## src/sv/sbmt_pkg.sv

```systemverilog
package sbmt_pkg;

   localparam int OFFSET_W = 34;
   localparam int LEN_W = 21;
   localparam int BADDR_W = 48;
   localparam int ENTRY_W = 16;
   localparam int INDEX_W = 13;
   localparam int SHIFT_W = 5;
   localparam int MBLK_W = 14;
   localparam int STATUS_W = 3;
   localparam int MIN_SHIFT = 15;
   localparam int INBLK_W = 31;
   localparam int BLK_W = OFFSET_W - MIN_SHIFT;
   localparam int CSR_INDEX_W = 2;
   localparam int QUEUE_DEPTH = 4;

   localparam logic OP_MAP_WRITE = 1'b0;
   localparam logic OP_READ = 1'b1;

   localparam logic [STATUS_W-1:0] STATUS_OK = 3'd0;
   localparam logic [STATUS_W-1:0] STATUS_OUT_OF_DISC = 3'd1;
   localparam logic [STATUS_W-1:0] STATUS_BEYOND_MAP = 3'd2;
   localparam logic [STATUS_W-1:0] STATUS_UNMAPPED = 3'd3;
   localparam logic [STATUS_W-1:0] STATUS_BACKING_OVERRUN = 3'd4;

   localparam logic [CSR_INDEX_W-1:0] CSR_SECTOR_SHIFT = 2'd0;
   localparam logic [CSR_INDEX_W-1:0] CSR_MAPPED_BLOCKS = 2'd1;
   localparam logic [CSR_INDEX_W-1:0] CSR_DISC_SIZE = 2'd2;
   localparam logic [CSR_INDEX_W-1:0] CSR_STORE_SIZE = 2'd3;

   localparam logic [SHIFT_W-1:0] SECTOR_SHIFT_RESET = 5'd21;
   localparam logic [OFFSET_W-1:0] DISC_SIZE_RESET = 34'd9399975936;

   typedef struct packed {
      logic                opcode;
      logic [INDEX_W-1:0]  map_index;
      logic [ENTRY_W-1:0]  map_entry;
      logic [OFFSET_W-1:0] read_offset;
      logic [LEN_W-1:0]    read_length;
   } req_type;

   typedef struct packed {
      logic [STATUS_W-1:0] status;
      logic [BADDR_W-1:0]  backing_address;
      logic [LEN_W-1:0]    chunk_length;
      logic                last;
   } rsp_type;

   typedef struct packed {
      logic [SHIFT_W-1:0]  sector_shift;
      logic [MBLK_W-1:0]   mapped_blocks;
      logic [OFFSET_W-1:0] disc_size;
      logic [BADDR_W-1:0]  store_size;
   } cfg_type;

   typedef enum logic [1:0] {
      KIND_MAP_WRITE,
      KIND_DISC_ERROR,
      KIND_ZERO_LENGTH,
      KIND_READ
   } kind_type;

   typedef struct packed {
      kind_type            kind;
      logic [INDEX_W-1:0]  map_index;
      logic [ENTRY_W-1:0]  map_entry;
      logic [OFFSET_W-1:0] read_offset;
      logic [LEN_W-1:0]    read_length;
   } cmd_type;

   typedef struct packed {
      logic full;
      logic empty;
   } queue_status_type;

endpackage

```

## src/sv/sbmt_front.sv

```systemverilog
module sbmt_front #(
   parameter int MAX_READ_LEN = 1048576
) (
   input  logic             clock,
   input  logic             reset,
   input  sbmt_pkg::cfg_type cfg,
   input  logic             req_valid,
   output logic             req_stall,
   input  sbmt_pkg::req_type req_data,
   input  sbmt_pkg::queue_status_type q_status,
   output logic             push_valid,
   output sbmt_pkg::cmd_type push_data
);
   import sbmt_pkg::*;

   localparam int MRL_W = $clog2(MAX_READ_LEN + 1);
   localparam int CMP_W = (MRL_W > LEN_W) ? MRL_W : LEN_W;

   logic          valid_ff, valid_in;
   cmd_type       cmd_ff, cmd_in;
   logic          accept;
   logic          push;
   logic [CMP_W-1:0] len_ext;
   logic [CMP_W-1:0] max_len;
   logic [OFFSET_W-1:0] disc_room;
   logic          disc_error;

   assign req_stall = valid_ff && q_status.full;
   assign accept = req_valid && !req_stall;
   assign push = valid_ff && !q_status.full;

   always_comb begin
      len_ext = CMP_W'(req_data.read_length);
      max_len = CMP_W'(MAX_READ_LEN);
      disc_room = cfg.disc_size - req_data.read_offset;
      disc_error = (len_ext > max_len) || (req_data.read_offset > cfg.disc_size) ||
                   (OFFSET_W'(req_data.read_length) > disc_room);

      cmd_in.map_index = req_data.map_index;
      cmd_in.map_entry = req_data.map_entry;
      cmd_in.read_offset = req_data.read_offset;
      cmd_in.read_length = req_data.read_length;
      if (req_data.opcode == OP_MAP_WRITE) begin
         cmd_in.kind = KIND_MAP_WRITE;
      end else if (disc_error) begin
         cmd_in.kind = KIND_DISC_ERROR;
      end else if (req_data.read_length == '0) begin
         cmd_in.kind = KIND_ZERO_LENGTH;
      end else begin
         cmd_in.kind = KIND_READ;
      end

      if (accept) begin
         valid_in = 1'b1;
      end else if (push) begin
         valid_in = 1'b0;
      end else begin
         valid_in = valid_ff;
      end
   end

   always_ff @(posedge clock) begin
      if (reset) begin
         valid_ff <= 1'b0;
      end else begin
         valid_ff <= valid_in;
      end
      if (accept) begin
         cmd_ff <= cmd_in;
      end
   end

   assign push_valid = push;
   assign push_data = cmd_ff;

endmodule

```

## config.mk

```make
export PLATFORM = sky130hd
export DESIGN_NAME = sbmt_front
export DESIGN_NICKNAME = d
export VERILOG_FILES = /design/src/sv/sbmt_pkg.sv /design/src/sv/sbmt_front.sv
export SDC_FILE = /design/constraint.sdc
export NUM_CORES = 1
export LEC_CHECK = 0
export BUFFER_PORTS_ARGS = -buffer_cell sky130_fd_sc_hd__buf_4
export CORE_MARGIN = 2
export CORE_UTILIZATION = 47
export CTS_BUF_LIST = sky130_fd_sc_hd__clkbuf_4
export CTS_CLUSTER_DIAMETER = 100
export DETAILED_ROUTE_END_ITERATION = 8
export HOLD_SLACK_MARGIN = 0.02
export PLACE_DENSITY = 0.82
export SETUP_SLACK_MARGIN = 0.02
export SLEW_MARGIN = 20
export SYNTH_ARGS = -nofsm -noshare
export SYNTH_HDL_FRONTEND = slang
export SYNTH_SLANG_ARGS = --single-unit
```

## constraint.sdc

```tcl
create_clock -name clock -period 5.8 [get_ports clock]
set_input_delay 0.58 -clock clock [delete_from_list [all_inputs] [get_ports clock]]
set_output_delay 0.58 -clock clock [all_outputs]
set_load 0.01 [all_outputs]
```

* Word-level counts from Yosys, hierarchy flattened *
Cells that the tools add are included.

word-level totals
  bits in registers = 87
  bits of input ports = 191
  output and inout port bits = 88
  logic and storage cells = 26

cells by class
  add/sub/neg operators = 1
  $lt $le $gt $ge = 3
  muxes and demuxes = 4
  bitwise operators = 1
  reductions and logical operators = 10

operators by type and width
  operator                                               number
  greater-than comparator 21 x 34 -> 1 bit               1
  greater-than comparator 34 bit                         1
  subtractor 34 bit                                      1
  greater-than comparator 21 bit, second input constant  1
  logical NOT 21 bit                                     1
  two-way mux 1 bit                                      4
  logical AND 1 bit                                      3
  logical NOT 1 bit                                      2
  logical OR 1 bit                                       2
  nonzero test 2 bit                                     1
  OR reduction 2 bit                                     1
  NOT 1 bit                                              1

* Depth between registers and ports, before layout *
Gate-level depths: netlist of the first run.

  depth in word-level cells = 4
  mapped depth = 20
  mapped depth without buffers = 20

* Worst setup path before layout of the first run *
OpenSTA, ideal clock, no wires.

  kind = input to register
  start = in q_status[1] (netlist name)
  end = reg cmd_ff (netlist bit push_data[0]) (enable)
  library setup time = 0.541 ns
  arrival time = 4.603 ns
  data required time = 5.259 ns
  slack = 0.656 ns
  stages = 2
  path buffers = 0
  path through = and2_1 -> nor2b_1

between the ends
  cells in the longest elaborated chain, start to end = 3

ends and longest elaborated chain
  element               line              text
  from (decl)           sbmt_front.sv:10  input sbmt_pkg::queue_status_type q_status,
  logical AND 1 bit     sbmt_front.sv:28  assign req_stall = valid_ff && q_status.full;
  logical NOT 1 bit     sbmt_front.sv:29  assign accept = req_valid && !req_stall;
  logical AND 1 bit     sbmt_front.sv:29
  net accept            sbmt_front.sv:21  logic accept;
  to (signal assigned)  sbmt_front.sv:69  cmd_ff <= cmd_in;
  to (decl)             sbmt_front.sv:20  cmd_type cmd_ff, cmd_in;

The timed path passes the listed nets, and every way through them passes these cells.
A chain may end at the register's enable or synchronous reset.

* Final worst setup path of the first run *
  start = in cfg[48] (netlist name)
  end = reg cmd_ff (netlist bit push_data[84]), data pin

between the ends
  cells in the longest elaborated chain, start to end = 4
  elaborated cells between the ends (all ways) = 6
  those cells by class = add/sub (1); order compare (2); mux (1); reduce/logical (2)

ends and longest elaborated chain
  element                                                                       line                                text
  from (decl)                                                                   sbmt_front.sv:6                     input sbmt_pkg::cfg_type cfg,
  subtractor 34 bit or greater-than comparator 34 bit (tied branches)           sbmt_front.sv:35, sbmt_front.sv:36
  greater-than comparator 21 x 34 -> 1 bit or logical OR 1 bit (tied branches)  sbmt_front.sv:37, sbmt_front.sv:36
  logical OR 1 bit *                                                            sbmt_front.sv:36                    disc_error = (len_ext > max_len) || (req_data.read_offset > cfg.disc_size) ||
  two-way mux 1 bit *                                                           sbmt_front.sv:45                    end else if (disc_error) begin

Mark *: on every way between the ends. The rest lies on a longest branch, timed or not.

==> results.json, run 1 <==
{
  "firstDrtPassIters": 5,
  "synthArstFlopShare": 0,
  "endpoint_kind": "register",
  "crit_fanout": 3,
  "critPathMaxStageDelay_ns": 0.64,
  "hold_path_depth": 2,
  "crit_arrival_ns": 4.84,
  "seq_area_um2": 2600,
  "overflow": 0,
  "status": "complete, no violations",
  "gp_congestion": 0.871,
  "synthTopCellsByArea": "edfxtp_1, ha_1, a21oi_1",
  "grt_pass1_wl_mm": 23.4,
  "synthToLayoutAreaGrowth_pct": 34.1,
  "fin_skew_ns": 0.0134,
  "viasPerCell": 5.62,
  "crit_path_start_kind": "input pin",
  "place_area_um2": 7210,
  "start_util": 0.482,
  "postCtsHoldBufs": 0,
  "cts_resized": 0,
  "ios": 279,
  "port-buffer-count": 210,
  "cp.required_ns": 6.03,
  "vias": 4945,
  "grt_usage": 0.234,
  "cap_viol_max_count": 0,
  "p_leak_uw": 0.00329,
  "place_hpwl_mm": 12.5,
  "final_nets": 977,
  "drive_gt1_frac": 0.329,
  "design.core.area_um2": 11400,
  "synth_edf_count": 86,
  "avgSynthCellArea_um2": 10.6,
  "hold_viol_final": 0,
  "yosysWarnings": 0,
  "ys.flop_type": "edfxtp_1",
  "fin_crit_sh": 0.796,
  "max_freq_mhz": 217,
  "worst-setup-path-type": "in2reg",
  "clock_sink_count": 87,
  "synthCells": 520,
  "grt_pass1_vias": 4721,
  "die_w_um": 112,
  "post-route-min-period_ns": 4.62,
  "syn-num-nets": 767,
  "setup_viol": 0,
  "rows": 39,
  "preCtsSetupSlack_ns": 0.739,
  "fin_area_um2": 7380,
  "dieHeight_um": 112,
  "die_area_um2": 12600,
  "drt-total-wl_mm": 15.3,
  "rr_worst_depth": 3,
  "yosysUniqueCellTypes": 65,
  "synth_top_area_share": 0.469,
  "post_cts_buffers": 0,
  "grt_max_degree": 54,
  "antenna_found_initial": 2,
  "power_density_nw_per_um2": 225,
  "ys_seq_area_frac": 0.473,
  "cts_made_buffers": 9,
  "htreeDepth": 3,
  "clk_path_buf_depth": 2,
  "ant_nets": 0,
  "path_cells": "buf_4 -> inv_1 -> ha_1 -> inv_1 -> fa_1 -> a211oi_2 -> o21ai_2 -> a221o_1 -> a21oi_2 -> xor2_1 -> ha_1 -> a2111oi_0 -> nand2_1 -> a2111oi_0 -> nor4_2 -> nand4_1 -> o41ai_2 -> o31a_1",
  "setup_slack_ns": 1.18,
  "clk_pin_slew_ns": 0.13,
  "power_uw": 1660,
  "netlist_area_um2": 5500,
  "grt_setup_unrepaired": "no",
  "final_cell_mix": "buf_4, edfxtp_1, ha_1, inv_1",
  "wl_per_cell_um": 17.3,
  "multiInputGateArea_um2": 2660,
  "cts_tree": "done",
  "worst_pin_slew_ns": 0.939,
  "tns_ns": 0,
  "drc_errors": 0,
  "crit_path_top_delay_cell": "a2111oi_0",
  "yosys.area.top_type": "edfxtp_1",
  "drv_slew": 0,
  "clk_latency_ns": 0.47,
  "drtIter0Drc": 349,
  "ir_drop_mv": 0.133,
  "nFillCells": 915,
  "hp-class": "in2reg",
  "maxSlewHeadroom": 0.373,
  "root_buffer": "clkbuf_4",
  "final_common_cell": "buf_4",
  "ys_seq_elements": 87,
  "final_core_util": 0.646
}
## cells by family (layout without fill, tap and decap cells)
family / after synthesis / in the layout / share of synthesized area
fa+ha+maj: 56 / 56 / 0.129
simple gates: 144 / 144 / 0.132
mux: 3 / 3 / 0.00546
other cells: 0 / 2 / 0
flops: 87 / 87 / 0.473
compound gates: 148 / 148 / 0.184
buf+inv: 62 / 277 / 0.0450
xor+xnor: 20 / 20 / 0.0318
## per-stage QoR
stage	hold WS, ns	instances
after floorplan	0.629	520
after detailed placement	0.696	862
after global placement	0.647	862
final	0.256	880
after CTS	0.239	878
after global routing	0.234	880
## per-layer routing
metal	wire length (µm)	share of wire	track usage	vias up
met5	0	0	0	-
met4	405	0.027	0.0959	0
met3	1070	0.070	0.0443	34
met2	7060	0.46	0.369	247
met1	6720	0.44	0.319	2280
li1	-	-	-	2384
## synth_stat cells (all sizes together) (7+ instances only)
library cell / n
edfxtp: 86
ha: 55
inv: 50
a21oi: 46
nand2: 45
o21ai: 29
nor2: 28
nand4: 13
a211oi: 10
nand3: 10
xnor2: 10
xor2: 10
a21o: 9
nor4: 9
o211ai: 8
o21a: 7
## sequential cells by signal (all words and copies together), names as in the netlist
signal	cells
push_data	86
valid_ff	1
## worst paths after layout
check | start | to | slack [ns]
worst max register to register | valid_ff | push_data[9] | 3.48
worst min-delay path | reset | valid_ff | 0.26
worst max-delay path | cfg[48] | push_data[84] | 1.18
worst min register to register | valid_ff | valid_ff | 0.71
## report_power, final
part	total, µW	internal, µW	switching [µW]
sequential	744	734	9.98
combinational	523	236	286
clock	394	178	215
total	1660	1150	512
## critical path: cells and delay by family
kind / cells / cell delay [ns]
AO/OA/AOI/OAI: 8 / 2.67
adder cells (fa/ha/maj): 3 / 0.85
AND/OR/NAND/NOR: 3 / 0.36
buffers and inverters: 3 / 0.23
XOR/XNOR: 1 / 0.16
## area by class of cell
| class | count | share of cell area |
|---|---|---|
| Timing Repair Buffer | 211 | 0.215 |
| Inverter | 50 | 0.0254 |
| Sequential cell | 87 | 0.353 |
| Tap cell | 143 | 0.0243 |
| Multi-Input combinational cell | 371 | 0.360 |
| Clock buffer | 10 | 0.0102 |
| Antenna cell | 2 | 0.000678 |
| Clock inverter | 6 | 0.0115 |
No activity file was read; power rests on OpenSTA's default activity.
==> run 2, diff against run 1 <==
Settings changed: CORE_UTILIZATION 47 to 43, PLACE_DENSITY 0.82 to 0.79.
Clock period 5.8 ns to 4.15 ns, I/O delays scaled along.
==> run 2 against run 1 <==
Against the previous run:
- cell count increased by 8.8%
- non-clock buffer count increased by 50
- first-iteration DRC count decreased by 8.3%
==> results.json, run 2 (synthesized netlist as in run 1, its figures left out) <==
{
  "gp_congestion": 0.903,
  "synthToLayoutAreaGrowth_pct": 42.5,
  "drtIter0Drc": 320,
  "tns_ns": 0,
  "setup_viol": 0,
  "die_w_um": 117,
  "antenna_found_initial": 0,
  "ios": 279,
  "final_core_util": 0.624,
  "cts_made_buffers": 9,
  "grt_usage": 0.227,
  "endpoint_kind": "register",
  "ant_nets": 0,
  "postCtsHoldBufs": 0,
  "crit_fanout": 2,
  "drc_errors": 0,
  "p_leak_uw": 0.00354,
  "viasPerCell": 5.30,
  "die_area_um2": 13700,
  "max_freq_mhz": 250,
  "htreeDepth": 3,
  "drv_slew": 0,
  "grt_setup_unrepaired": "yes",
  "cts_tree": "done",
  "cap_viol_max_count": 0,
  "dieHeight_um": 117,
  "final_cell_mix": "buf_4, edfxtp_1, ha_1, inv_1, a21oi_1",
  "fin_skew_ns": 0.0189,
  "final_nets": 1027,
  "clk_path_buf_depth": 2,
  "firstDrtPassIters": 6,
  "grt_pass1_vias": 4968,
  "maxSlewHeadroom": 0.335,
  "hold_viol_final": 0,
  "drt-total-wl_mm": 16.0,
  "clk_pin_slew_ns": 0.14,
  "path_cells": "buf_6 -> inv_4 -> ha_4 -> inv_2 -> fa_2 -> a211oi_4 -> o21ai_2 -> a221o_1 -> a21oi_2 -> xor2_1 -> ha_2 -> o21a_1 -> o21ai_2 -> a211oi_2 -> nand4_1 -> or3_1 -> nor4_2 -> nand4_1 -> o41ai_4 -> a211oi_2",
  "rows": 41,
  "cp.required_ns": 4.37,
  "critPathMaxStageDelay_ns": 0.41,
  "vias": 5074,
  "ir_drop_mv": 0.146,
  "crit_arrival_ns": 4.23,
  "seq_area_um2": 2600,
  "critPathTopFamily": "compound AO/OA/AOI/OAI gates",
  "diodes": 0,
  "nFillCells": 1077,
  "wl_per_cell_um": 16.7,
  "multiInputGateArea_um2": 2740,
  "worst-setup-path-type": "in2reg",
  "grt_pass1_wl_mm": 23.9,
  "start_util": 0.438,
  "status": "complete, no violations",
  "crit_path_start_kind": "input pin",
  "crit_path_top_delay_cell": "fa_2",
  "post-route-min-period_ns": 4.01,
  "drive_gt1_frac": 0.391,
  "port-buffer-count": 210,
  "place_hpwl_mm": 13.0,
  "final_common_cell": "buf_4",
  "fin_crit_sh": 0.965,
  "clk_latency_ns": 0.49,
  "root_buffer": "clkbuf_4",
  "grt_max_degree": 55,
  "power_density_nw_per_um2": 296,
  "design.core.area_um2": 12600,
  "clock_sink_count": 87,
  "worst-path-buf-inv": 3,
  "worst_pin_slew_ns": 0.995,
  "largest_reg_flops": 86,
  "overflow": 0,
  "hp-class": "in2reg"
}
## run 2: final timing paths
check / from / endpoint / slack [ns] / cells past startpoint
setup reg to reg: valid_ff / push_data[8] / 2.12 / 3
hold / removal: reset / valid_ff / 0.08 / 2
hold reg to reg: valid_ff / valid_ff / 0.73 / 3
setup / recovery: cfg[48] / push_data[85] / 0.14 / 20
## run 2: worst register-to-register path: stages (launching register included)
cell and delay (ns):
dfxtp_1 0.34, and2_1 0.18, nor2b_4 0.79, buf_12 0.38
## run 2: layout make-up
cell class                 count  share of cell area
clock inverter                 5             0.00447
sequential                    87               0.332
clock buffer                  11              0.0105
inverter                      50              0.0243
tap                          172              0.0274
multi-input combinational    371               0.349
timing repair buffer         261               0.252
## run 2: power breakdown
part | leakage [µW] | switching, µW | internal (µW) | total (µW)
clock | 0.0000668 | 312 | 137 | 448
sequential | 0.000841 | 14.4 | 1030 | 1040
combinational | 0.00264 | 429 | 399 | 828
## run 2: repair_timing
action	in CTS	in global routing
endpoints found under the setup margin	0	2
endpoints found under the hold margin	0	0
setup buffers	0	1
resized for setup	0	21
## run 2: layer usage
layer	vias up	track usage	share of wire
met2	216	0.388	0.48
met5	-	0	0
li1	2470	-	-
met4	0	0.0863	0.020
met3	23	0.0422	0.082
met1	2365	0.288	0.42
## run 2: through the flow
step | setup WS (ns) | power (µW) | cells | cell area (µm²) | hold slack (ns)
finish | 0.144 | 2320 | 957 | 7840 | 0.0793
global route | 0.00322 | 2450 | 957 | 7840 | 0.0573
CTS | 0.163 | 2300 | 956 | 7750 | 0.0525
detailed placement | -0.331 | 1860 | 940 | 7630 | 0.579
global placement | -0.215 | 1830 | 940 | 7630 | 0.576
floorplan | 0.0587 | 1490 | 520 | 5500 | 0.487
