`src/sv/sbmt_pkg.sv`:
```
package sbmt_pkg;

   localparam int OFFSET_W = 34;
   localparam int LEN_W = 21;
   localparam int BADDR_W = 48;
   localparam int ENTRY_W = 16;
   localparam int INDEX_W = 13;
   localparam int SHIFT_W = 5;
   localparam int MBLK_W = 14;
   localparam int STATUS_W = 3;
   localparam int MIN_SHIFT = 15;
   localparam int INBLK_W = 31;
   localparam int BLK_W = OFFSET_W - MIN_SHIFT;
   localparam int CSR_INDEX_W = 2;
   localparam int QUEUE_DEPTH = 4;

   localparam logic OP_MAP_WRITE = 1'b0;
   localparam logic OP_READ = 1'b1;

   localparam logic [STATUS_W-1:0] STATUS_OK = 3'd0;
   localparam logic [STATUS_W-1:0] STATUS_OUT_OF_DISC = 3'd1;
   localparam logic [STATUS_W-1:0] STATUS_BEYOND_MAP = 3'd2;
   localparam logic [STATUS_W-1:0] STATUS_UNMAPPED = 3'd3;
   localparam logic [STATUS_W-1:0] STATUS_BACKING_OVERRUN = 3'd4;

   localparam logic [CSR_INDEX_W-1:0] CSR_SECTOR_SHIFT = 2'd0;
   localparam logic [CSR_INDEX_W-1:0] CSR_MAPPED_BLOCKS = 2'd1;
   localparam logic [CSR_INDEX_W-1:0] CSR_DISC_SIZE = 2'd2;
   localparam logic [CSR_INDEX_W-1:0] CSR_STORE_SIZE = 2'd3;

   localparam logic [SHIFT_W-1:0] SECTOR_SHIFT_RESET = 5'd21;
   localparam logic [OFFSET_W-1:0] DISC_SIZE_RESET = 34'd9399975936;

   typedef struct packed {
      logic                opcode;
      logic [INDEX_W-1:0]  map_index;
      logic [ENTRY_W-1:0]  map_entry;
      logic [OFFSET_W-1:0] read_offset;
      logic [LEN_W-1:0]    read_length;
   } req_type;

   typedef struct packed {
      logic [STATUS_W-1:0] status;
      logic [BADDR_W-1:0]  backing_address;
      logic [LEN_W-1:0]    chunk_length;
      logic                last;
   } rsp_type;

   typedef struct packed {
      logic [SHIFT_W-1:0]  sector_shift;
      logic [MBLK_W-1:0]   mapped_blocks;
      logic [OFFSET_W-1:0] disc_size;
      logic [BADDR_W-1:0]  store_size;
   } cfg_type;

   typedef enum logic [1:0] {
      KIND_MAP_WRITE,
      KIND_DISC_ERROR,
      KIND_ZERO_LENGTH,
      KIND_READ
   } kind_type;

   typedef struct packed {
      kind_type            kind;
      logic [INDEX_W-1:0]  map_index;
      logic [ENTRY_W-1:0]  map_entry;
      logic [OFFSET_W-1:0] read_offset;
      logic [LEN_W-1:0]    read_length;
   } cmd_type;

   typedef struct packed {
      logic full;
      logic empty;
   } queue_status_type;

endpackage

```
`src/sv/sbmt_queue.sv`:
```
module sbmt_queue (
   input  logic              clock,
   input  logic              reset,
   input  logic              push,
   input  sbmt_pkg::cmd_type push_data,
   input  logic              pop,
   output sbmt_pkg::cmd_type head_data,
   output sbmt_pkg::queue_status_type status
);
   import sbmt_pkg::*;

   localparam int PTR_W = $clog2(QUEUE_DEPTH);
   localparam int CNT_W = $clog2(QUEUE_DEPTH + 1);

   cmd_type           slots_ff [QUEUE_DEPTH];
   logic [PTR_W-1:0]  wr_ptr_ff, wr_ptr_in;
   logic [PTR_W-1:0]  rd_ptr_ff, rd_ptr_in;
   logic [CNT_W-1:0]  count_ff, count_in;

   always_comb begin
      wr_ptr_in = push ? wr_ptr_ff + 1'b1 : wr_ptr_ff;
      rd_ptr_in = pop ? rd_ptr_ff + 1'b1 : rd_ptr_ff;
      count_in = count_ff;
      if (push && !pop) begin
         count_in = count_ff + 1'b1;
      end else if (pop && !push) begin
         count_in = count_ff - 1'b1;
      end
   end

   always_ff @(posedge clock) begin
      if (reset) begin
         wr_ptr_ff <= '0;
         rd_ptr_ff <= '0;
         count_ff <= '0;
      end else begin
         wr_ptr_ff <= wr_ptr_in;
         rd_ptr_ff <= rd_ptr_in;
         count_ff <= count_in;
      end
      if (push) begin
         slots_ff[wr_ptr_ff] <= push_data;
      end
   end

   assign head_data = slots_ff[rd_ptr_ff];
   assign status.full = (count_ff == CNT_W'(QUEUE_DEPTH));
   assign status.empty = (count_ff == '0);

endmodule

```
`config.mk`:
```
export PLATFORM = sky130hd
export DESIGN_NAME = sbmt_queue
export DESIGN_NICKNAME = d
export VERILOG_FILES = /design/src/sv/sbmt_pkg.sv /design/src/sv/sbmt_queue.sv
export SDC_FILE = /design/constraint.sdc
export NUM_CORES = 1
export LEC_CHECK = 0
export ABC_AREA = 1
export BUFFER_PORTS_ARGS = -buffer_cell sky130_fd_sc_hd__buf_2
export CORE_UTILIZATION = 59
export CTS_BUF_LIST = sky130_fd_sc_hd__clkbuf_8
export CTS_CLUSTER_DIAMETER = 100
export DETAILED_ROUTE_END_ITERATION = 6
export HOLD_SLACK_MARGIN = 0.1
export PLACE_DENSITY = 0.81
export SYNTH_ARGS = -nofsm -noshare
export SYNTH_HDL_FRONTEND = slang
export SYNTH_SLANG_ARGS = --single-unit
export TNS_END_PERCENT = 20
```
`constraint.sdc`:
```
create_clock -name clock -period 3.58 [get_ports clock]
set_input_delay 0.716 -clock clock [delete_from_list [all_inputs] [get_ports clock]]
set_output_delay 0.716 -clock clock [all_outputs]
set_load 0.005 [all_outputs]
```
# Word-level counts from Yosys, hierarchy flattened
# Memory sizes are Yosys's and may differ from the RTL's. A register that Yosys moved wholly into a read port is not among the register bits.
# Index checks and enable logic that the tools add are counted.
[op_classes] eq_ne=1 n_addsub=4 n_reduce_logical=6 muxes=6
[op_table] operator="$mux 3" count=2
[op_table] operator="$add 2x1->2 const B" count=2
[op_table] operator="$mux 2" count=2
[op_table] operator="$add 3x1->3 const B" count=1
[op_table] operator="$eq 3x3->1 const B" count=1
[op_table] operator="$logic_not 3->1" count=1
[op_table] operator="$sub 3x1->3 const B" count=1
[op_table] operator="$logic_and 1x1->1" count=2
[op_table] operator="$logic_not 1->1" count=2
[op_table] operator="$mux 1" count=2
[op_table] operator="$reduce_bool 2->1" count=1
[word_totals] in_bits=90 ramBits=344 output_inout_bits=88 reg_bits=7 wordCells=21 memories=1
[memory_table] name="slots_ff" words=4 width=86 rd=1 rd_ports_with_merged_regs=1 wr=1 line_no="sbmt_queue.sv:15" rtl="cmd_type slots_ff [QUEUE_DEPTH];"

# Logic depth before layout (Yosys ltp)
# Gate-level depths: netlist (run 1).
[logic_depth] depth_word=4 ltp_mapped=10 depth_no_buf=10

# Worst setup path before layout (run 1)
# Ideal clock, no wire load.
[synth_path] kind="input to register" from="input port push" to="memory slots_ff[2][0] (netlist name), enable pin" slack_ns=0.726 path_buffers=0 t_arrival_ns=2.414 cell_stages=2 setup_ns=0.440 t_required_ns=3.140 cell_sequence="nand2_1 inv_1"
[synth_between] elab_chain_len=2
[synth_rtl] element="start: declaration" line_no="sbmt_queue.sv:4" rtl="input logic push,"
[synth_rtl] element="$mux 1" line_no="sbmt_queue.sv:41" rtl="if (push) begin"
[synth_rtl] element="$mux 1 (implied by the code)" line_no="sbmt_queue.sv:42" rtl="slots_ff[wr_ptr_ff] <= push_data;"
[synth_rtl] element="end: declaration" line_no="sbmt_queue.sv:15"
# Every way passes these cells.

==> results.json, run 1 <==
{
  "status": "finished clean",
  "drt_first_pass_iters": 4,
  "yosysWarningCount": 0,
  "relSlewSlack_pct": 52.7,
  "vias": 7969,
  "grt_pass1_wl_um": 39300,
  "critPathKind": "flop to output pin",
  "r2r_cells": 5,
  "ff2ff_setup_slack_ns": 1.70,
  "crit_family": "buffers and inverters",
  "crit_required_ns": 2.86,
  "viasPerCell": 5.68,
  "cts_buffers": 53,
  "cap_violations": 0,
  "core_area_mm2": 0.0218,
  "setup_slack_ns": 0.557,
  "wl_per_cell_um": 18.5,
  "fin_skew_ns": 0.0145,
  "dp_slack_ns": 1.16,
  "synth_cells": 889,
  "ant_nets": 0,
  "path_max_fanout": 96,
  "netlist_area_mm2": 0.0132,
  "tightest_slew_ns": 0.709,
  "holdCritPathClass": "input pin to flop",
  "cp.depth": 5,
  "rows": 54,
  "netlist.area_leader.share_pct": 78.4,
  "synth.distinct_cells": 23,
  "die_w_um": 151,
  "r2r-start": "wr_ptr_ff[0]$_SDFFE_PP0P_",
  "synth-seq-cells": 353,
  "first_global_vias": 7772,
  "start_kind": "flop",
  "crit_slowest_cell": "inv_6",
  "min_period_over_period_pct": 84.4,
  "grtUsageTotal_pct": 22.8,
  "dieArea_mm2": 0.0229,
  "drv_slew": 0,
  "ys_top_cells_by_area": "edfxtp_1 78%, o21ai_0 6.3%, nor2_1 5.1%",
  "synth_nets": 985,
  "hold_slack_ns": 0.318,
  "cp_cell_sequence": "inv_6 > buf_4 > o21ai_0 > o22ai_1 > buf_2",
  "synth_area_per_cell_um2": 14.8,
  "max_stage_delay_ns": 0.42,
  "yosysSeqAreaShare_pct": 79.8,
  "min_period_ns": 3.02,
  "htreeDepth": 2,
  "final_layout_size_suffix_gt1_share_pct": 22.9,
  "antenna_found_initial": 5,
  "io_buffers": 177,
  "initial_utilization_pct": 60.3,
  "cellPowerDensity_mw_per_mm2": 551,
  "clkTransAtPathRegs_ns": 0.06,
  "grt.overflow.total": 0,
  "area_growth_pct": 15.4,
  "fp.dieH_um": 151,
  "cts_root_buf": "clkbuf_8",
  "cts_max_path_buffers": 3,
  "post_cts_buffers": 0,
  "first_iter_violations": 491,
  "clock-sinks": 353,
  "end_kind": "output pin",
  "r2r-end": "slots_ff[2][46]$_DFFE_PP_",
  "fmaxAchievable_mhz": 331,
  "critical_path_buf_inv_count": 3,
  "clock_latency_ns": 0.56,
  "cp-endpoint": "head_data[83]",
  "io_pins": 178,
  "gp_congestion": 0.726,
  "hold_depth": 2,
  "p_leak_nw": 5.40,
  "cts_resized": 0,
  "setup_tns_ns": 0,
  "drcViolationCount": 0,
  "final_net_count": 1174,
  "rsz0062_at_grt": "false",
  "finalWirelength_um": 26000,
  "grt_max_degree": 173,
  "cts_tree": "built",
  "holdBufCountCts": 0,
  "crit_arrival_ns": 2.31,
  "ir_drop_mv": 0.399,
  "detailed_place_hpwl_um": 14500,
  "setup_viol": 0,
  "hold_violations": 0,
  "synth_top_area_cell": "edfxtp_1"
}
[cells by family after synthesis]
group                      synth area share (%)
AOI/OAI and AO/OA                          10.9
adders and majority gates                 0.627
and+or+nand+nor                            5.49
buffers and inverters                      3.07
xor gates and xnor gates                 0.0665
DFF                                        79.8
[report_power, final]
group,switching (W),internal (W),total (W)
combinational,0.000476,0.000260,0.000736
sequential,0.0000434,0.00472,0.00477
clock,0.00141,0.00146,0.00287
[synth_stat cells]
cell,instances
nand2_1,9
clkbuf_1,17
dfxtp_1,9
a21oi_1,3
nor2_1,178
nor3_1,2
nand4_1,1
inv_6,1
ha_1,5
clkbuf_2,7
buf_8,1
buf_6,11
o21ai_0,166
fa_1,1
inv_1,15
xor2_1,1
o22ai_1,86
buf_2,18
inv_2,1
nand3_1,1
buf_4,1
edfxtp_1,344
o21ai_1,11
[routing by layer]
layer  routed length [um]  GRT usage [%]  vias up
met3                 2350           6.69       55
met2                12700           37.4      301
li1                     -              -     3747
met5                   34              0        -
met1                10400           28.9     3860
met4                  506           8.00        6
[how the worst min path moves through the flow]
stage	end	from
finish	count_ff[0]$_SDFFE_PP0P_	reset
global route	count_ff[0]$_SDFFE_PP0P_	reset
CTS	count_ff[0]$_SDFFE_PP0P_	reset
detailed placement	flop	rd_ptr_ff[1]$_SDFFE_PP0P_
global placement	flop	rd_ptr_ff[1]$_SDFFE_PP0P_
floorplan	flop	rd_ptr_ff[1]$_SDFFE_PP0P_
[through the flow]
stage               total power [W]  util (%)  std cells  instance area [um^2]
finish                      0.00837      69.6       1404                 15200
global route                0.00871      69.6       1402                 15200
CTS                         0.00844      69.6       1402                 15200
detailed placement          0.00559      65.2       1303                 14200
global placement            0.00556      65.2       1303                 14200
floorplan                   0.00526         -        889                 13200
[registers in the layout, indices dropped and copies added (netlist names), named ones only]
| signal | cells |
|---|---|
| wr_ptr_ff | 2 |
| rd_ptr_ff | 2 |
| count_ff | 3 |
| slots_ff | 344 |
[worst reg2reg max path: cells and delay by family, from the launching register on]
kind,cells,cell delay (ns)
buffers and inverters,3,0.94
flip-flops,1,0.33
adder cells (fa/ha/maj),1,0.16
AND/OR/NAND/NOR,1,0.08
[placed cells by master (no fill, tap or decap), drive strengths merged]
| master | count |
|---|---|
| buf | 189 |
| o22ai | 86 |
| xor2 | 1 |
| diode | 2 |
| nor3 | 2 |
| inv | 35 |
| dfxtp | 9 |
| clkinv | 23 |
| nand2 | 9 |
| clkbuf | 57 |
| clkinvlp | 1 |
| a21oi | 3 |
| nor2 | 178 |
| o21ai | 177 |
| nand4 | 1 |
| fa | 1 |
| nand3 | 1 |
| edfxtp | 344 |
| ha | 5 |
[area by class of cell]
class | count | area, um^2
Sequential cell | 353 | 10500
Fill cell | 1439 | 6630
Inverter | 17 | 78.8
Multi-Input combinational cell | 464 | 2250
Clock inverter | 42 | 164
Tap cell | 280 | 350
Clock buffer | 57 | 785
Timing Repair Buffer | 189 | 1040
Antenna cell | 2 | 5.00
(Power assumes the default switching activity.)
==> run 2, diff against run 1 <==
Settings changed: ABC_AREA 1 to 0, CORE_UTILIZATION 59 to 53, PLACE_DENSITY 0.81 to 0.77.
Clock period 3.58 ns to 2.7 ns, I/O delays scaled along.
==> run 2 against run 1 <==
Compared with the run above:
- design area increased by 0.34%
- clock power increased by 36%
- combinational power increased by 48%
- critical endpoint is now head_data[56]
- largest power group unchanged
==> results.json, run 2 <==
{
  "drcViolationCount": 0,
  "utilization_pct": 64.5,
  "ir_drop_mv": 0.510,
  "yosysWarningCount": 0,
  "gp_congestion": 0.730,
  "drv_slew": 0,
  "cts_buffers": 53,
  "synthArstFlopShare_pct": 0,
  "start_kind": "flop",
  "hold_violations": 0,
  "crit_arrival_ns": 2.02,
  "synth_most_common_cell": "edfxtp_1",
  "final_cell_mix": "344 x edfxtp_1, 177 x buf_2, 86 x mux4_2",
  "cts_tree": "built",
  "synth_flop_cell": "edfxtp_1",
  "tightest_slew_ns": 0.522,
  "grt_pass1_wl_um": 35600,
  "min_period_ns": 2.56,
  "drt_first_pass_iters": 4,
  "synth_nets": 590,
  "synth_top_area_cell": "edfxtp_1",
  "clock-sinks": 353,
  "clkTransAtPathRegs_ns": 0.06,
  "status": "finished clean",
  "crit_required_ns": 2.16,
  "path_max_fanout": 28,
  "ys_top_cells_by_area": "edfxtp_1 80%, mux4_2 15%, dfxtp_1 1.4%",
  "min_period_over_period_pct": 94.9,
  "end_kind": "output pin",
  "rsz0062_at_grt": "false",
  "area_growth_pct": 18.4,
  "layout_commonest_cell": "edfxtp_1",
  "io_buffers": 177,
  "largest-register": "slots_ff",
  "rows": 56,
  "io_pins": 178,
  "first_global_vias": 6400,
  "fin_skew_ns": 0.0226,
  "synth_edf_count": 344,
  "yosys-top-cells-count": "344 x edfxtp_1, 86 x mux4_2, 10 x buf_2, 9 x dfxtp_1, 7 x nor2_1",
  "fp.dieH_um": 158,
  "cellPowerDensity_mw_per_mm2": 746,
  "die_w_um": 158,
  "largest_reg_flops": 344,
  "htreeDepth": 2,
  "post_cts_buffers": 0,
  "holdBufCountCts": 0,
  "first_iter_violations": 345,
  "synth.distinct_cells": 21,
  "grt_max_degree": 40,
  "cap_violations": 0,
  "holdCritPathClass": "input pin to flop",
  "vias": 5930,
  "fmaxAchievable_mhz": 390,
  "relSlewSlack_pct": 65.2,
  "netlist.area_leader.share_pct": 80.2,
  "ant_nets": 0,
  "viasPerCell": 5.47,
  "reg.largest.list": "slots_ff x344, count_ff x3",
  "critPathKind": "flop to output pin",
  "cts_max_path_buffers": 3,
  "p_leak_nw": 5.22,
  "initial_utilization_pct": 54.5,
  "synth-seq-cells": 353,
  "hold_slack_ns": 0.194,
  "netlist_area_mm2": 0.0129,
  "clock_latency_ns": 0.56,
  "grtUsageTotal_pct": 19.7,
  "cts_resized": 0,
  "final_layout_size_suffix_gt1_share_pct": 45.8,
  "yosysSeqAreaShare_pct": 81.6,
  "final_net_count": 820,
  "core_area_mm2": 0.0236,
  "setup_viol": 0,
  "cts_root_buf": "clkbuf_8",
  "wl_per_cell_um": 21.9,
  "antenna_found_initial": 4,
  "synth_area_per_cell_um2": 26.1,
  "grt.overflow.total": 0,
  "finalWirelength_um": 23700,
  "synth_cells": 494,
  "dieArea_mm2": 0.0249,
  "detailed_place_hpwl_um": 14900
}
-- run 2: changes by cell type after synthesis, sizes merged, moves of 4 or more --
cell / change
mux4: +86
and2: +4
inv: -13
o22ai: -86
buf: -15
nand2: -8
clkbuf: -19
nor2: -171
o21ai: -176
-- run 2: area by class of cell --
cell class	count	area (um^2)
Antenna cell	2	5.00
Clock buffer	53	729
Clock inverter	42	219
Fill cell	1592	8370
Inverter	4	15.0
Multi-Input combinational cell	116	2180
Sequential cell	353	10500
Tap cell	319	399
Timing Repair Buffer	196	1180
-- run 2: logic make-up after synthesis --
group	count (synthesis)	share of synthesized area [%]
multiplexers	88	15.2
adder cells (fa/ha/maj)	6	0.642
XOR/XNOR	5	0.340
buffers and inverters	25	1.52
AO/OA/AOI/OAI	2	0.0777
AND/OR/NAND/NOR	15	0.573
flip-flops	353	81.6
-- run 2: worst paths after layout --
check	from	slack, ns	cells after the start	end
worst max-delay path	flop	0.14	3	head_data[56]
worst min register to register	count_ff[2]$_SDFFE_PP0P_	0.52	2	count_ff[2]$_SDFFE_PP0P_
worst max register to register	wr_ptr_ff[0]$_SDFFE_PP0P_	0.98	4	slots_ff[2][2]$_DFFE_PP_
worst min-delay path	push_data[0]	0.19	1	slots_ff[0][0]$_DFFE_PP_
-- run 2: power by group --
group          total (W)  switching [W]  internal [W]  leakage (nW)
sequential       0.00638      0.0000815       0.00629          3.24
clock            0.00389        0.00188       0.00201         0.549
combinational    0.00109       0.000542      0.000551          1.44
-- run 2: through the flow --
stage	cells	worst slack (ns)	cell area, um^2	power [W]	setup TNS (ns)
6_report	1085	0.138	15200	0.0114	0
5_1_grt	1083	0.0261	15200	0.0118	0
4_1_cts	1083	0.0624	15200	0.0115	0
3_3_place_gp	988	0.638	14300	0.00755	0
2_1_floorplan	494	-0.294	12900	0.00709	-75.26
3_5_place_dp	988	0.631	14300	0.00761	0
-- run 2: layer usage --
layer	vias to the layer above	share of wire [%]	GRT usage, %	wire, um
met3	46	8.3	5.83	1980
met5	-	0.14	0	34
met2	225	51	33.0	12000
met4	6	1.7	6.33	415
li1	2581	-	-	-
met1	3072	39	24.8	9270
-- run 2: worst max-delay path, cell delays in order, from the launching register on --
cell,delay [ns]
dfxtp_4,0.46
buf_12,0.27
mux4_2,0.57
buf_2,0.15
==> run 3, diff against run 2 <==
Settings changed: CORE_UTILIZATION 53 to 64, PLACE_DENSITY 0.77 to 0.88.
Clock period 2.7 ns to 3.3 ns, I/O delays scaled along.
==> run 3 against run 2 <==
Compared with the run above:
- global-route usage rose by 4.0 points
- clock power fell by 24%
- via count fell by 0.19%
- register-to-register slack improved by 0.45 ns
- critical path depth did not move
- critical path type unchanged
- critical endpoint is now head_data[5]
==> results.json, run 3 (synthesis results as in run 2) <==
{
  "final_cell_mix": "344 x edfxtp_1, 177 x buf_2, 86 x mux4_2",
  "crit_slowest_cell": "dfxtp_4",
  "grt_use_met2_pct": 39.8,
  "critPathKind": "flop to output pin",
  "crit_arrival_ns": 2.34,
  "drv_slew": 0,
  "top_usage_layer": "met2",
  "critical_path_buf_inv_count": 2,
  "holdCritPathClass": "input pin to flop",
  "p_leak_nw": 5.15,
  "reg.largest.list": "slots_ff x344, count_ff x3",
  "area_growth_pct": 16.3,
  "cp.depth": 3,
  "r2r-end": "slots_ff[1][85]$_DFFE_PP_",
  "holdBufCountCts": 0,
  "utilization_pct": 76.5,
  "cap_violations": 0,
  "min_period_ns": 3.00,
  "ff2ff_setup_slack_ns": 1.43,
  "wl_per_cell_um": 23.1,
  "fmaxAchievable_mhz": 333,
  "io_buffers": 177,
  "cts_buffers": 52,
  "final_layout_size_suffix_gt1_share_pct": 45.1,
  "grt.met3_usage_pct": 6.60,
  "clock-sinks": 353,
  "r2r-start": "wr_ptr_ff[1]$_SDFFE_PP0P_",
  "clkTransAtPathRegs_ns": 0.06,
  "use_met1_pct": 29.8,
  "drcViolationCount": 0,
  "setup_viol": 0,
  "relSlewSlack_pct": 59.3,
  "rsz0062_at_grt": "false",
  "ant_nets": 0,
  "grt_max_degree": 40,
  "end_kind": "output pin",
  "viasPerCell": 5.78,
  "drt_first_pass_iters": 6,
  "hold_slack_ns": 0.319,
  "io_pins": 178,
  "grtUsageTotal_pct": 23.7,
  "max_stage_delay_ns": 0.70,
  "fin_skew_ns": 0.0191,
  "vias": 5919,
  "core_area_mm2": 0.0196,
  "die_w_um": 144,
  "cts_root_buf": "clkbuf_8",
  "first_global_vias": 6539,
  "layout_commonest_cell": "edfxtp_1",
  "antenna_found_initial": 3,
  "clock_latency_ns": 0.55,
  "grt_pass1_wl_um": 35300,
  "crit_family": "flip-flops",
  "finalPower_w": 0.00906,
  "cp-endpoint": "head_data[5]",
  "rows": 51,
  "detailed_place_hpwl_um": 15200,
  "cp_cell_sequence": "buf_4 > mux4_2 > buf_2",
  "ir_drop_mv": 0.537,
  "largest_reg_flops": 344,
  "gp_congestion": 0.721,
  "grt.overflow.total": 0,
  "setup_tns_ns": 0,
  "status": "finished clean",
  "min_period_over_period_pct": 91.0,
  "path_max_fanout": 25,
  "final_net_count": 816,
  "post_cts_buffers": 0,
  "finalWirelength_um": 23700,
  "fp.dieH_um": 144,
  "cellPowerDensity_mw_per_mm2": 605,
  "fillers": 1042,
  "hold_violations": 0,
  "htreeDepth": 2,
  "cts_max_path_buffers": 3,
  "cts_resized": 0,
  "cts_tree": "built",
  "initial_utilization_pct": 65.7,
  "start_kind": "flop",
  "crit_required_ns": 2.64,
  "first_iter_violations": 420,
  "r2r_cells": 4,
  "tightest_slew_ns": 0.610,
  "largest-register": "slots_ff",
  "dieArea_mm2": 0.0207
}
[run 3: cell types whose count changed in the layout (fill, tap and decap cells not counted), sizes merged]
cell / before / now
inv: 20 / 23
bufinv: 2 / 0
buf: 196 / 193
diode: 2 / 3
clkinv: 24 / 18
[run 3: worst min-delay path by stage]
stage | from | to | slack (ns) | cells after the start
6_report | push_data[22] | slots_ff[0][22]$_DFFE_PP_ | 0.32 | 1
5_1_grt | push_data[81] | slots_ff[0][81]$_DFFE_PP_ | 0.30 | 1
4_1_cts | push_data[22] | slots_ff[3][22]$_DFFE_PP_ | 0.29 | 1
3_5_place_dp | count_ff[2]$_SDFFE_PP0P_ | count_ff[2]$_SDFFE_PP0P_ | 0.50 | 2
3_3_place_gp | count_ff[2]$_SDFFE_PP0P_ | count_ff[2]$_SDFFE_PP0P_ | 0.48 | 2
2_1_floorplan | count_ff[2]$_SDFFE_PP0P_ | count_ff[2]$_SDFFE_PP0P_ | 0.47 | 2
[run 3: layout make-up]
type,count,area (um^2),area share (%)
Sequential cell,353,10500,70.2
Multi-Input combinational cell,116,2180,14.5
Timing Repair Buffer,193,1060,7.05
Clock buffer,53,729,4.87
Tap cell,265,332,2.21
Clock inverter,37,143,0.952
Inverter,4,15.0,0.100
Antenna cell,3,7.51,0.0501
[run 3: metal layers]
metal  wire [um]  vias up
met2       12200      242
met3        1930       35
met1        9130     3066
met5           0        -
met4         435        0
li1            -     2576
[run 3: worst register-to-register path, delay by kind of cell (launching register included)]
| family | cells | cell delay, ns |
|---|---|---|
| buf+inv | 2 | 0.51 |
| flops | 1 | 0.34 |
| fa+ha+maj | 1 | 0.15 |
| simple gates | 1 | 0.54 |
[run 3: through the flow]
stage / cells / setup WS [ns] / cell area (um^2)
finish: 1024 / 0.296 / 15000
global route: 1021 / 0.0867 / 15000
CTS: 1021 / 0.198 / 15000
detailed placement: 931 / 0.789 / 14100
global placement: 931 / 0.862 / 14100
floorplan: 494 / 0.189 / 12900
[run 3: power breakdown]
| group | switching [W] | internal (W) | leakage [nW] |
|---|---|---|---|
| Sequential | 0.0000943 | 0.00515 | 3.24 |
| Clock | 0.00149 | 0.00148 | 0.518 |
| Combinational | 0.000414 | 0.000431 | 1.39 |
